**src/pipqw_pkg.sv**
```systemverilog
// Package: shared widths and the queue item type for the point-in-polygon winding test.
package pipqw_pkg;

  localparam int COORD_W = 16;
  localparam int DIFF_W  = COORD_W + 1;
  localparam int PROD_W  = 2 * DIFF_W;
  localparam int SUM_W   = 13;

  // Quadrant step codes, new quadrant minus previous quadrant modulo 4
  localparam logic [1:0] QSTEP_SAME = 2'd0;
  localparam logic [1:0] QSTEP_CCW  = 2'd1;
  localparam logic [1:0] QSTEP_OPP  = 2'd2;
  localparam logic [1:0] QSTEP_CW   = 2'd3;

  typedef struct packed {
    logic signed [DIFF_W-1:0] dx;
    logic signed [DIFF_W-1:0] dy;
    logic signed [DIFF_W-1:0] pdx;
    logic signed [DIFF_W-1:0] pdy;
    logic [1:0]               qstep;
    logic                     first;
    logic                     last;
  } pipqw_item_t;

endpackage

```
**src/pipqw_front.sv**
```systemverilog
// Front end: latches the query point and forms relative vertex coordinates and quadrant step.
module pipqw_front
  import pipqw_pkg::*;
(
  input  logic                       clk,
  input  logic                       rst,
  input  logic                       accept,
  input  logic signed [COORD_W-1:0]  vertex_x,
  input  logic signed [COORD_W-1:0]  vertex_y,
  input  logic signed [COORD_W-1:0]  point_x,
  input  logic signed [COORD_W-1:0]  point_y,
  input  logic                       first,
  input  logic                       last,
  output pipqw_item_t                item
);

  logic signed [COORD_W-1:0] query_x;
  logic signed [COORD_W-1:0] query_y;
  logic signed [DIFF_W-1:0]  prev_dx;
  logic signed [DIFF_W-1:0]  prev_dy;
  logic signed [COORD_W-1:0] ref_x;
  logic signed [COORD_W-1:0] ref_y;
  logic signed [DIFF_W-1:0]  dx;
  logic signed [DIFF_W-1:0]  dy;
  logic [1:0]                quad;
  logic [1:0]                prev_quad;

  function automatic logic [1:0] quadrant(input logic neg_x, input logic neg_y);
    logic [1:0] q;
    if (!neg_x) q = neg_y ? 2'd3 : 2'd0;
    else        q = neg_y ? 2'd2 : 2'd1;
    return q;
  endfunction

  always_comb begin
    ref_x     = first ? point_x : query_x;
    ref_y     = first ? point_y : query_y;
    dx        = {vertex_x[COORD_W-1], vertex_x} - {ref_x[COORD_W-1], ref_x};
    dy        = {vertex_y[COORD_W-1], vertex_y} - {ref_y[COORD_W-1], ref_y};
    quad      = quadrant(dx[DIFF_W-1], dy[DIFF_W-1]);
    prev_quad = quadrant(prev_dx[DIFF_W-1], prev_dy[DIFF_W-1]);
    item.dx    = dx;
    item.dy    = dy;
    item.pdx   = prev_dx;
    item.pdy   = prev_dy;
    item.qstep = quad - prev_quad;
    item.first = first;
    item.last  = last;
  end

  // The previous vertex always tracks the last accepted item; once the walk stops,
  // later items are ignored until the next first, so no stop feedback is needed.
  always_ff @(posedge clk) begin
    if (rst) begin
      query_x <= '0;
      query_y <= '0;
      prev_dx <= '0;
      prev_dy <= '0;
    end else if (accept) begin
      if (first) begin
        query_x <= point_x;
        query_y <= point_y;
      end
      prev_dx <= dx;
      prev_dy <= dy;
    end
  end

endmodule

```
**src/pipqw_fifo.sv**
```systemverilog
// Two-entry queue of classified vertex items between front and back.
module pipqw_fifo
  import pipqw_pkg::*;
(
  input  logic        clk,
  input  logic        rst,
  input  logic        push,
  input  pipqw_item_t push_item,
  input  logic        pop,
  output pipqw_item_t pop_item,
  output logic        full,
  output logic        empty
);

  pipqw_item_t mem [2];
  logic        wr_ptr;
  logic        rd_ptr;
  logic [1:0]  count;

  assign full     = (count == 2'd2);
  assign empty    = (count == 2'd0);
  assign pop_item = mem[rd_ptr];

  always_ff @(posedge clk) begin
    if (push) begin
      mem[wr_ptr] <= push_item;
    end
  end

  always_ff @(posedge clk) begin
    if (rst) begin
      wr_ptr <= 1'b0;
      rd_ptr <= 1'b0;
      count  <= 2'd0;
    end else begin
      if (push) wr_ptr <= ~wr_ptr;
      if (pop)  rd_ptr <= ~rd_ptr;
      case ({push, pop})
        2'b10:   count <= count + 2'd1;
        2'b01:   count <= count - 2'd1;
        default: count <= count;
      endcase
    end
  end

endmodule

```
**src/pipqw_back.sv**
```systemverilog
// Back end: cross products, stop detection, winding sum and the result register.
module pipqw_back
  import pipqw_pkg::*;
(
  input  logic        clk,
  input  logic        rst,
  input  logic        q_empty,
  input  pipqw_item_t q_item,
  output logic        q_pop,
  output logic        out_valid,
  input  logic        out_ready,
  output logic        inside_res,
  output logic        on_boundary
);

  // product stage
  logic                     s1_valid;
  logic signed [PROD_W-1:0] s1_m1;
  logic signed [PROD_W-1:0] s1_m2;
  logic signed [DIFF_W-1:0] s1_dx;
  logic signed [DIFF_W-1:0] s1_dy;
  logic signed [DIFF_W-1:0] s1_pdx;
  logic signed [DIFF_W-1:0] s1_pdy;
  logic [1:0]               s1_qstep;
  logic                     s1_first;
  logic                     s1_last;

  // walk state
  logic [SUM_W-1:0] winding_sum;
  logic             stopped;
  logic [SUM_W-1:0] winding_sum_next;
  logic             stopped_next;

  logic                     adv;
  logic                     s1_load;
  logic signed [PROD_W:0]   f;
  logic                     f_pos;
  logic                     f_zero;
  logic                     on_point;
  logic                     nonpos_x;
  logic                     nonpos_y;

  assign adv     = s1_valid && (!s1_last || !out_valid || out_ready);
  assign s1_load = !s1_valid || adv;
  assign q_pop   = s1_load && !q_empty;

  always_ff @(posedge clk) begin
    if (rst) begin
      s1_valid <= 1'b0;
    end else if (s1_load) begin
      s1_valid <= !q_empty;
    end
  end

  always_ff @(posedge clk) begin
    if (q_pop) begin
      s1_m1    <= q_item.dy * q_item.pdx;
      s1_m2    <= q_item.dx * q_item.pdy;
      s1_dx    <= q_item.dx;
      s1_dy    <= q_item.dy;
      s1_pdx   <= q_item.pdx;
      s1_pdy   <= q_item.pdy;
      s1_qstep <= q_item.qstep;
      s1_first <= q_item.first;
      s1_last  <= q_item.last;
    end
  end

  always_comb begin
    f        = {s1_m1[PROD_W-1], s1_m1} - {s1_m2[PROD_W-1], s1_m2};
    f_zero   = (f == '0);
    f_pos    = !f[PROD_W] && !f_zero;
    on_point = (s1_dx == '0) && (s1_dy == '0);
    nonpos_x = (s1_pdx == '0) || (s1_dx == '0) || (s1_pdx[DIFF_W-1] != s1_dx[DIFF_W-1]);
    nonpos_y = (s1_pdy == '0) || (s1_dy == '0) || (s1_pdy[DIFF_W-1] != s1_dy[DIFF_W-1]);

    winding_sum_next = winding_sum;
    stopped_next     = stopped;
    if (s1_first) begin
      winding_sum_next = '0;
      stopped_next     = 1'b0;
    end else if (!stopped) begin
      if (on_point || (f_zero && nonpos_x && nonpos_y)) begin
        stopped_next = 1'b1;
      end else begin
        case (s1_qstep)
          QSTEP_CCW: winding_sum_next = winding_sum + SUM_W'(1);
          QSTEP_CW:  winding_sum_next = winding_sum - SUM_W'(1);
          QSTEP_OPP: winding_sum_next = f_pos ? winding_sum + SUM_W'(2)
                                              : winding_sum - SUM_W'(2);
          default:   winding_sum_next = winding_sum;
        endcase
      end
    end
  end

  always_ff @(posedge clk) begin
    if (rst) begin
      winding_sum <= '0;
      stopped     <= 1'b0;
    end else if (adv) begin
      winding_sum <= winding_sum_next;
      stopped     <= stopped_next;
    end
  end

  // hold the result until taken; non-last items keep flowing meanwhile
  always_ff @(posedge clk) begin
    if (rst) begin
      out_valid <= 1'b0;
    end else if (adv && s1_last) begin
      out_valid <= 1'b1;
    end else if (out_ready) begin
      out_valid <= 1'b0;
    end
  end

  always_ff @(posedge clk) begin
    if (adv && s1_last) begin
      inside_res  <= stopped_next || (winding_sum_next != '0);
      on_boundary <= stopped_next;
    end
  end

endmodule

```
**src/point_in_polygon_quadrant_winding.sv**
```systemverilog
// The item marked last passes through the queue and the product stage; its result is then held in the output register.
// Throughput: one vertex item per cycle; front, queue and back stall separately.
// The back end multiplies in one stage and updates the winding state in the next.
// Reset (rst, synchronous, active high) clears the query point, the previous
// vertex, the winding sum, the stop flag, the queue and all valid flags.
module point_in_polygon_quadrant_winding
  import pipqw_pkg::*;
(
  input  logic        clk,
  input  logic        rst,
  input  logic        s_tvalid,
  output logic        s_tready,
  input  logic [63:0] s_tdata,  // vertex_x, vertex_y, point_x, point_y
  input  logic        s_tlast,  // last
  input  logic        s_tuser,  // first
  output logic        m_tvalid,
  input  logic        m_tready,
  output logic [7:0]  m_tdata   // inside_res, on_boundary, zero padding
);

  pipqw_item_t front_item;
  pipqw_item_t q_item;
  logic        accept;
  logic        q_full;
  logic        q_empty;
  logic        q_pop;
  logic        inside_res;
  logic        on_boundary;

  assign s_tready = !q_full;
  assign accept   = s_tvalid && s_tready;
  assign m_tdata  = {6'b0, on_boundary, inside_res};

  pipqw_front u_front (
    .clk      (clk),
    .rst      (rst),
    .accept   (accept),
    .vertex_x (s_tdata[15:0]),
    .vertex_y (s_tdata[31:16]),
    .point_x  (s_tdata[47:32]),
    .point_y  (s_tdata[63:48]),
    .first    (s_tuser),
    .last     (s_tlast),
    .item     (front_item)
  );

  pipqw_fifo u_fifo (
    .clk       (clk),
    .rst       (rst),
    .push      (accept),
    .push_item (front_item),
    .pop       (q_pop),
    .pop_item  (q_item),
    .full      (q_full),
    .empty     (q_empty)
  );

  pipqw_back u_back (
    .clk         (clk),
    .rst         (rst),
    .q_empty     (q_empty),
    .q_item      (q_item),
    .q_pop       (q_pop),
    .out_valid   (m_tvalid),
    .out_ready   (m_tready),
    .inside_res  (inside_res),
    .on_boundary (on_boundary)
  );

endmodule
```
**config.mk**
```make
export PLATFORM = sky130hd
export DESIGN_NAME = point_in_polygon_quadrant_winding
export DESIGN_NICKNAME = d
export VERILOG_FILES = /design/src/pipqw_pkg.sv /design/src/pipqw_front.sv /design/src/pipqw_fifo.sv /design/src/pipqw_back.sv /design/src/point_in_polygon_quadrant_winding.sv
export SDC_FILE = /design/constraint.sdc
export NUM_CORES = 2
export LEC_CHECK = 0
export BUFFER_PORTS_ARGS = -buffer_cell sky130_fd_sc_hd__buf_2
export CORE_UTILIZATION = 55
export DETAILED_ROUTE_END_ITERATION = 8
export PLACE_DENSITY = 0.81
export SYNTH_ARGS = -nofsm -noshare
export SYNTH_HDL_FRONTEND = slang
export SYNTH_SLANG_ARGS = --single-unit
```
**constraint.sdc**
```tcl
create_clock -name clk -period 13.55 [get_ports clk]
set_input_delay 2.71 -clock clk [delete_from_list [all_inputs] [get_ports clk]]
set_output_delay 2.71 -clock clk [all_outputs]
set_load 0.05 [all_outputs]
```
## Word-level counts from Yosys, hierarchy flattened

Memory sizes are Yosys's and may differ from the RTL's. A register that Yosys moved wholly into a read port is not among the register bits.
Cells that the tools add are included.

- Multiplexer cells: 23
- Reduce and logical (&&, ||, !) cells: 33
- Multiply operators: 2
- Add/sub/neg operators: 10
- Equal/unequal tests: 8
- Bitwise operators: 2

Operator list:

| kind | count |
|---|---|
| 17-bit zero test | 4 |
| 17-bit by 17-bit multiplier with 34-bit output | 2 |
| 13-bit two-way mux | 4 |
| 13-bit one-hot mux with 3 select lines | 1 |
| 35-bit zero test | 1 |
| 34-bit by 34-bit subtractor with 35-bit output | 1 |
| 16-bit by 16-bit subtractor with 17-bit output | 2 |
| 16-bit two-way mux | 2 |
| 13-bit by 1-bit adder with 13-bit output, second input constant | 1 |
| 13-bit by 2-bit adder with 13-bit output, second input constant | 1 |
| 13-bit nonzero test | 1 |
| 13-bit by 1-bit subtractor with 13-bit output, second input constant | 1 |
| 13-bit by 2-bit subtractor with 13-bit output, second input constant | 1 |
| 2-bit two-way mux | 6 |
| 1-bit logical OR | 9 |
| 1-bit two-way mux | 9 |
| 2-bit equality test, second input constant | 4 |
| 1-bit logical AND | 8 |
| 1-bit zero test | 7 |
| 2-bit by 1-bit equality test with 1-bit output, second input constant | 2 |
| 2-bit one-hot mux with 2 select lines | 1 |
| 2-bit nonzero test | 2 |
| 2-bit by 1-bit adder with 2-bit output, second input constant | 1 |
| 2-bit zero test | 1 |
| other kinds (4) | 6 |

- Memories kept: 1
- Output and inout bits: 10
- Input port bits: 70
- RAM bits: 144
- Logic and storage cells: 101
- Bits in registers: 228

Memories:

| memory | depth | width | read ports | clocked after memory_dff | write ports | RTL line | text |
|---|---|---|---|---|---|---|---|
| u_fifo.mem | 2 | 72 | 1 | 1 | 1 | pipqw_fifo.sv:15 | `pipqw_item_t mem [2];` |

## Longest topological paths before layout

- Depth in word-level cells: 11
- Mapped depth: 33
- Depth with buffers taken out: 30

## Cells and area by module

From an unflattened synthesis, not the netlist that was laid out.

- Cell total of the unflattened synthesis: 3935
- Area total of the unflattened synthesis: 40247.4 sq um

By module, submodules not included:

| module | sequential area each (sq um) | instances | cells an instance | area an instance (sq um) |
|---|---|---|---|---|
| pipqw_back | 4584.4 | 1 | 3120 | 30147.7 |
| pipqw_fifo | 4424.2 | 1 | 246 | 5380.2 |
| pipqw_front | 1321.3 | 1 | 558 | 4645.7 |
| point_in_polygon_quadrant_winding | 0.0 | 1 | 11 | 73.8 |

## Worst setup path before layout

OpenSTA, ideal clock, no wires.

- Path kind: input -> register
- From: in m_tready
- To: reg u_fifo.count[1]
- Path buffers: 0
- Slack: 1.904 ns
- Setup time: 0.070 ns
- Data arrival time: 11.575 ns
- Cell stages on the path: 5
- Required time: 13.480 ns
- Cells stage by stage: nor2b_1 > a31oi_1 > ha_1 > or3_1 > a21oi_1

- Longest elaborated chain between the ends: 6

RTL lines:

| element | RTL line | text |
|---|---|---|
| start, declared | point_in_polygon_quadrant_winding.sv:17 | `input logic m_tready,` |
| 1-bit logical OR (*) | pipqw_back.sv:43 | `assign adv = s1_valid && (!s1_last \|\| !out_valid \|\| out_ready);` |
| 1-bit logical AND (*) | pipqw_back.sv:43 |  |
| 1-bit logical OR (*) | pipqw_back.sv:44 | `assign s1_load = !s1_valid \|\| adv;` |
| 1-bit logical AND (*) | pipqw_back.sv:45 | `assign q_pop = s1_load && !q_empty;` |
| via q_pop | point_in_polygon_quadrant_winding.sv:26 | `logic q_pop;` |
| 2-bit by 1-bit equality test with 1-bit output or 2-bit equality test (tied branches) | pipqw_fifo.sv:38 | `case ({push, pop})` |
| 2-bit one-hot mux with 2 select lines or 2-bit nonzero test (tied branches) | -- |  |
| end signal, assigned | pipqw_fifo.sv:39 | `2'b10: count <= count + 2'd1;` |
| end signal, assigned | pipqw_fifo.sv:40 | `2'b01: count <= count - 2'd1;` |
| end signal, assigned | pipqw_fifo.sv:41 | `default: count <= count;` |
| end, declared | pipqw_fifo.sv:18 | `logic [1:0] count;` |

The timed path passes the listed nets; every way through them passes the cells marked *.
A chain may end at the register's enable or synchronous reset.

==> metrics.log <==
INFO  metric run_status = finished, final reports clean
INFO  metric worst-setup-path-type = flip-flop to flip-flop
INFO  metric fillerInstances = 5540
INFO  metric timing.hold.worst_endpoint = u_fifo.mem[1][24]
INFO  metric report.final.slew_viol_count = 0
INFO  metric worst_setup_hold_path_clk_slew = 0.06 ns
INFO  metric regArea = 10330 sq um
INFO  metric detailroute.via_count = 27.90k
INFO  metric worst_pin_slew = 1.166 ns
INFO  metric drt-total-wl = 94330 um
INFO  metric synth-compound-area-share = 7.897%
INFO  metric layout-drive-gt1-share = 5.749%
INFO  metric ios = 80
INFO  metric detail_route.first_pass.iterations = 7
INFO  metric wire_length_of_the_first_global_routing_pass = 151400 um
INFO  metric via_per_inst = 5.684
INFO  metric finish.utilization = 59.47%
INFO  metric die_area = 71610 sq um
INFO  metric die_ht = 267.6 um
INFO  metric crit_slowest_cell = mux2i_1
INFO  metric fp-row-count = 97
INFO  metric synthMostInstantiatedCell = inv_1
INFO  metric synth_cells = 3900
INFO  metric synth_xor_xnor_area_share = 2.889%
INFO  metric dr.first_iter.drc_count = 2670
INFO  metric maxClockFrequency = 108.9 MHz
INFO  metric max-clock-path-buffers = 3
INFO  metric drv.max_cap_violation_count = 0
INFO  metric dieWidth = 267.6 um
INFO  metric clk_root_buffer_cell = clkbuf_16
INFO  metric globalplace.congestion = 0.9550
INFO  metric numClockSinks = 373
INFO  metric clock_latency_at_the_later_pin_of_the_worst_skew_pair = 0.61 ns
INFO  metric synthAdderAreaFrac = 39.19%
INFO  metric avgSynthCellArea = 9.949 sq um
INFO  metric critPathArrivalTime = 9.54 ns
INFO  metric holdWs = 0.4188 ns
INFO  metric cp.buffers_inverters = 5
INFO  metric final_hold_viol_count = 0
INFO  metric finalClockSkew = 0.05687 ns
INFO  metric synth.top_cell.area_share = 30.80%
INFO  metric drt-wirelength-per-cell = 19.22 um
INFO  metric vias_in_the_first_global_route = 28.52k
INFO  metric yosys_warnings = 0
INFO  metric cts_max_level = 2
INFO  metric route.antenna.remaining_nets = 0
INFO  metric finalCriticalPeriod = 9.184 ns
INFO  metric async_flop_share = 0%
INFO  metric core_footprint = 69910 sq um
INFO  metric drc = 0
INFO  metric timing.critical_path.max_delay_family = compound AO/OA/AOI/OAI gates
INFO  metric synth-simple-area-share = 11.93%
INFO  metric synth_top_family_by_area = adder cells
INFO  metric setup-violations-final = 0
INFO  metric synth_enable_flop_cells = 286
INFO  metric synthMuxAreaShare = 2.980%
INFO  metric synth_top_area_cell = fa_1
INFO  metric post-route-period-util = 67.78%
INFO  metric timing.hold.worst.start = u_front.prev_dx[3]
INFO  metric number_of_buffers_created_by_cts = 42
INFO  metric tritoncts_clock_tree = yes
INFO  metric synth_common_cells = inv_1, fa_1, nand2_1, nor2_1, edfxtp_1
INFO  metric holdPathStages = 0
INFO  metric slowest_delay = 0.79 ns
INFO  metric timing.critical_path.mode_cell = fa_1
INFO  metric registers.top_by_ff_count = u_fifo.mem
INFO  metric post_synth_num_cell_types = 79
INFO  metric ys.flop_type = edfxtp_1
INFO  metric end_kind = flip-flop
INFO  metric ff2ff_path_depth = 27
INFO  metric cts_repair_resize_count = 0
INFO  metric initial_core_util = 55.50%
INFO  metric grt.overflow.total = 0
INFO  metric ctsHoldBuffers = 0
INFO  metric dpl.hpwl = 73200 um
INFO  metric setup_tns = 0 ns
INFO  metric final_cells = 4908
INFO  metric crit_required = 13.90 ns
INFO  metric largest_reg_flops = 144
INFO  metric portBuffers = 73
INFO  metric rrSetupSlack = 4.37 ns
INFO  metric initial_antenna_violation_count = 2
INFO  metric synth.cell_area = 38800 sq um
INFO  metric multiInputGateArea = 25230 sq um
INFO  metric rsz0062_at_grt = false
INFO  metric finalNetCount = 4862
INFO  metric grt_start_max_net_pins = 143
INFO  metric synth_seq_cells = 373
INFO  metric timing.hold.worst.class = flip-flop to flip-flop
INFO  metric timing.slew.headroom = 20.06%
INFO  metric post_cts.repair.setup_buffers = 0
INFO  metric layout_top_registers = u_fifo.mem x144, u_back.s1_m1 x34, u_back.s1_m2 x34
INFO  metric seq_area_frac_synth = 26.62%
INFO  metric inst_count_dp = 4831
INFO  metric synth.top_cells.by_area = fa_1, edfxtp_1, ha_1
INFO  metric startpoint_type = flip-flop
INFO  metric worstReg2RegEnd = u_back.s1_m1[28]
INFO  metric flow.area_growth_from_synthesis = 7.152%
INFO  metric total_global_routing_track_utilization = 27.26%
INFO  metric timing.critical_path.fanout_max = 37
==> metal layers <==
layer | wire length [um] | up-vias | share of wire, % | track usage (%)
met1 | 37990 | 13770 | 40 | 36.78
met5 | 0 | - | 0 | 0
met2 | 44260 | 1361 | 47 | 43.71
met3 | 8181 | 235 | 8.7 | 4.790
met4 | 3900 | 0 | 4.1 | 11.09
li1 | - | 12533 | - | -
==> layout by cell type, fill, tap and decap left out, types with 15 or more instances in the layout <==
master	n
mux2_2	20
o21a_1	20
nor3_1	29
inv_1	719
edfxtp_1	286
a211oi_1	50
buf_4	42
clkbuf_16	42
buf_2	73
nor4_1	22
nor2b_1	28
a21o_1	41
ha_1	260
o21ai_0	89
a21oi_1	150
a21boi_0	15
nand3_1	36
fa_1	597
mux2i_1	93
dfxtp_1	86
nand4_1	16
nor2_1	385
xor2_1	28
xnor2_1	100
clkinv_1	16
a31oi_1	15
nand2_1	477
nand2b_1	21
and2_1	29
==> worst max-delay path by stage <==
stage	start	endpoint	slack (ns)	cells after the start
3_5_place_dp	flip-flop	u_back.s1_m1[28]	4.58	27
5_1_grt	flip-flop	u_back.s1_m1[28]	3.70	29
4_1_cts	flip-flop	u_back.s1_m1[28]	4.50	27
6_report	flip-flop	u_back.s1_m1[28]	4.37	27
2_1_floorplan	m_tready	u_fifo.count[1]	1.90	5
3_3_place_gp	flip-flop	u_back.s1_m1[28]	4.77	27
==> cell type report <==
type                            instances  share of cell area, %
Multi-Input combinational cell       2670                  60.68
Clock buffer                           51                  2.657
Clock inverter                         24                 0.6741
Tap cell                              940                  2.829
Inverter                              732                  6.609
Timing Repair Buffer                  116                  1.685
Sequential cell                       373                  24.85
Antenna cell                            2                0.01204
==> logic make-up after synthesis <==
| group | Yosys count |
|---|---|
| AND/OR/NAND/NOR | 1090 |
| adder cells (fa/ha/maj) | 857 |
| other | 1 |
| XOR/XNOR | 128 |
| buffers and inverters | 862 |
| AO/OA/AOI/OAI | 476 |
| flip-flops | 373 |
| multiplexers | 113 |
==> per-stage QoR <==
| stage | setup WS (ns) | area [sq um] |
|---|---|---|
| finish | 4.366 | 41580 |
| global route | 3.695 | 41580 |
| CTS | 4.495 | 41570 |
| detailed placement | 4.581 | 40190 |
| global placement | 4.773 | 40190 |
| floorplan | 1.904 | 38820 |
==> worst register-to-register path: stages, from the launching register on <==
cell and delay, ns:
dfxtp_4 0.74, buf_4 0.64, mux2i_1 0.84, clkinv_1 0.54
nand2_1 0.20, fa_1 0.47, fa_1 0.43, inv_1 0.07
ha_1 0.15, fa_1 0.41, inv_1 0.09, fa_1 0.40
fa_1 0.49, inv_1 0.04, ha_1 0.32, o21a_1 0.18
o21ai_0 0.30, a21oi_1 0.10, o21ai_0 0.23, a21oi_1 0.15
o41ai_1 0.30, o21ai_0 0.31, o41ai_1 0.57, o21ai_0 0.33
nor3_1 0.28, o31ai_1 0.11, a21oi_1 0.18, xnor2_1 0.08
Power is left out: the tool's default activity adds up to more than one toggle a clock period on the data nets, which glitch-free logic cannot reach.
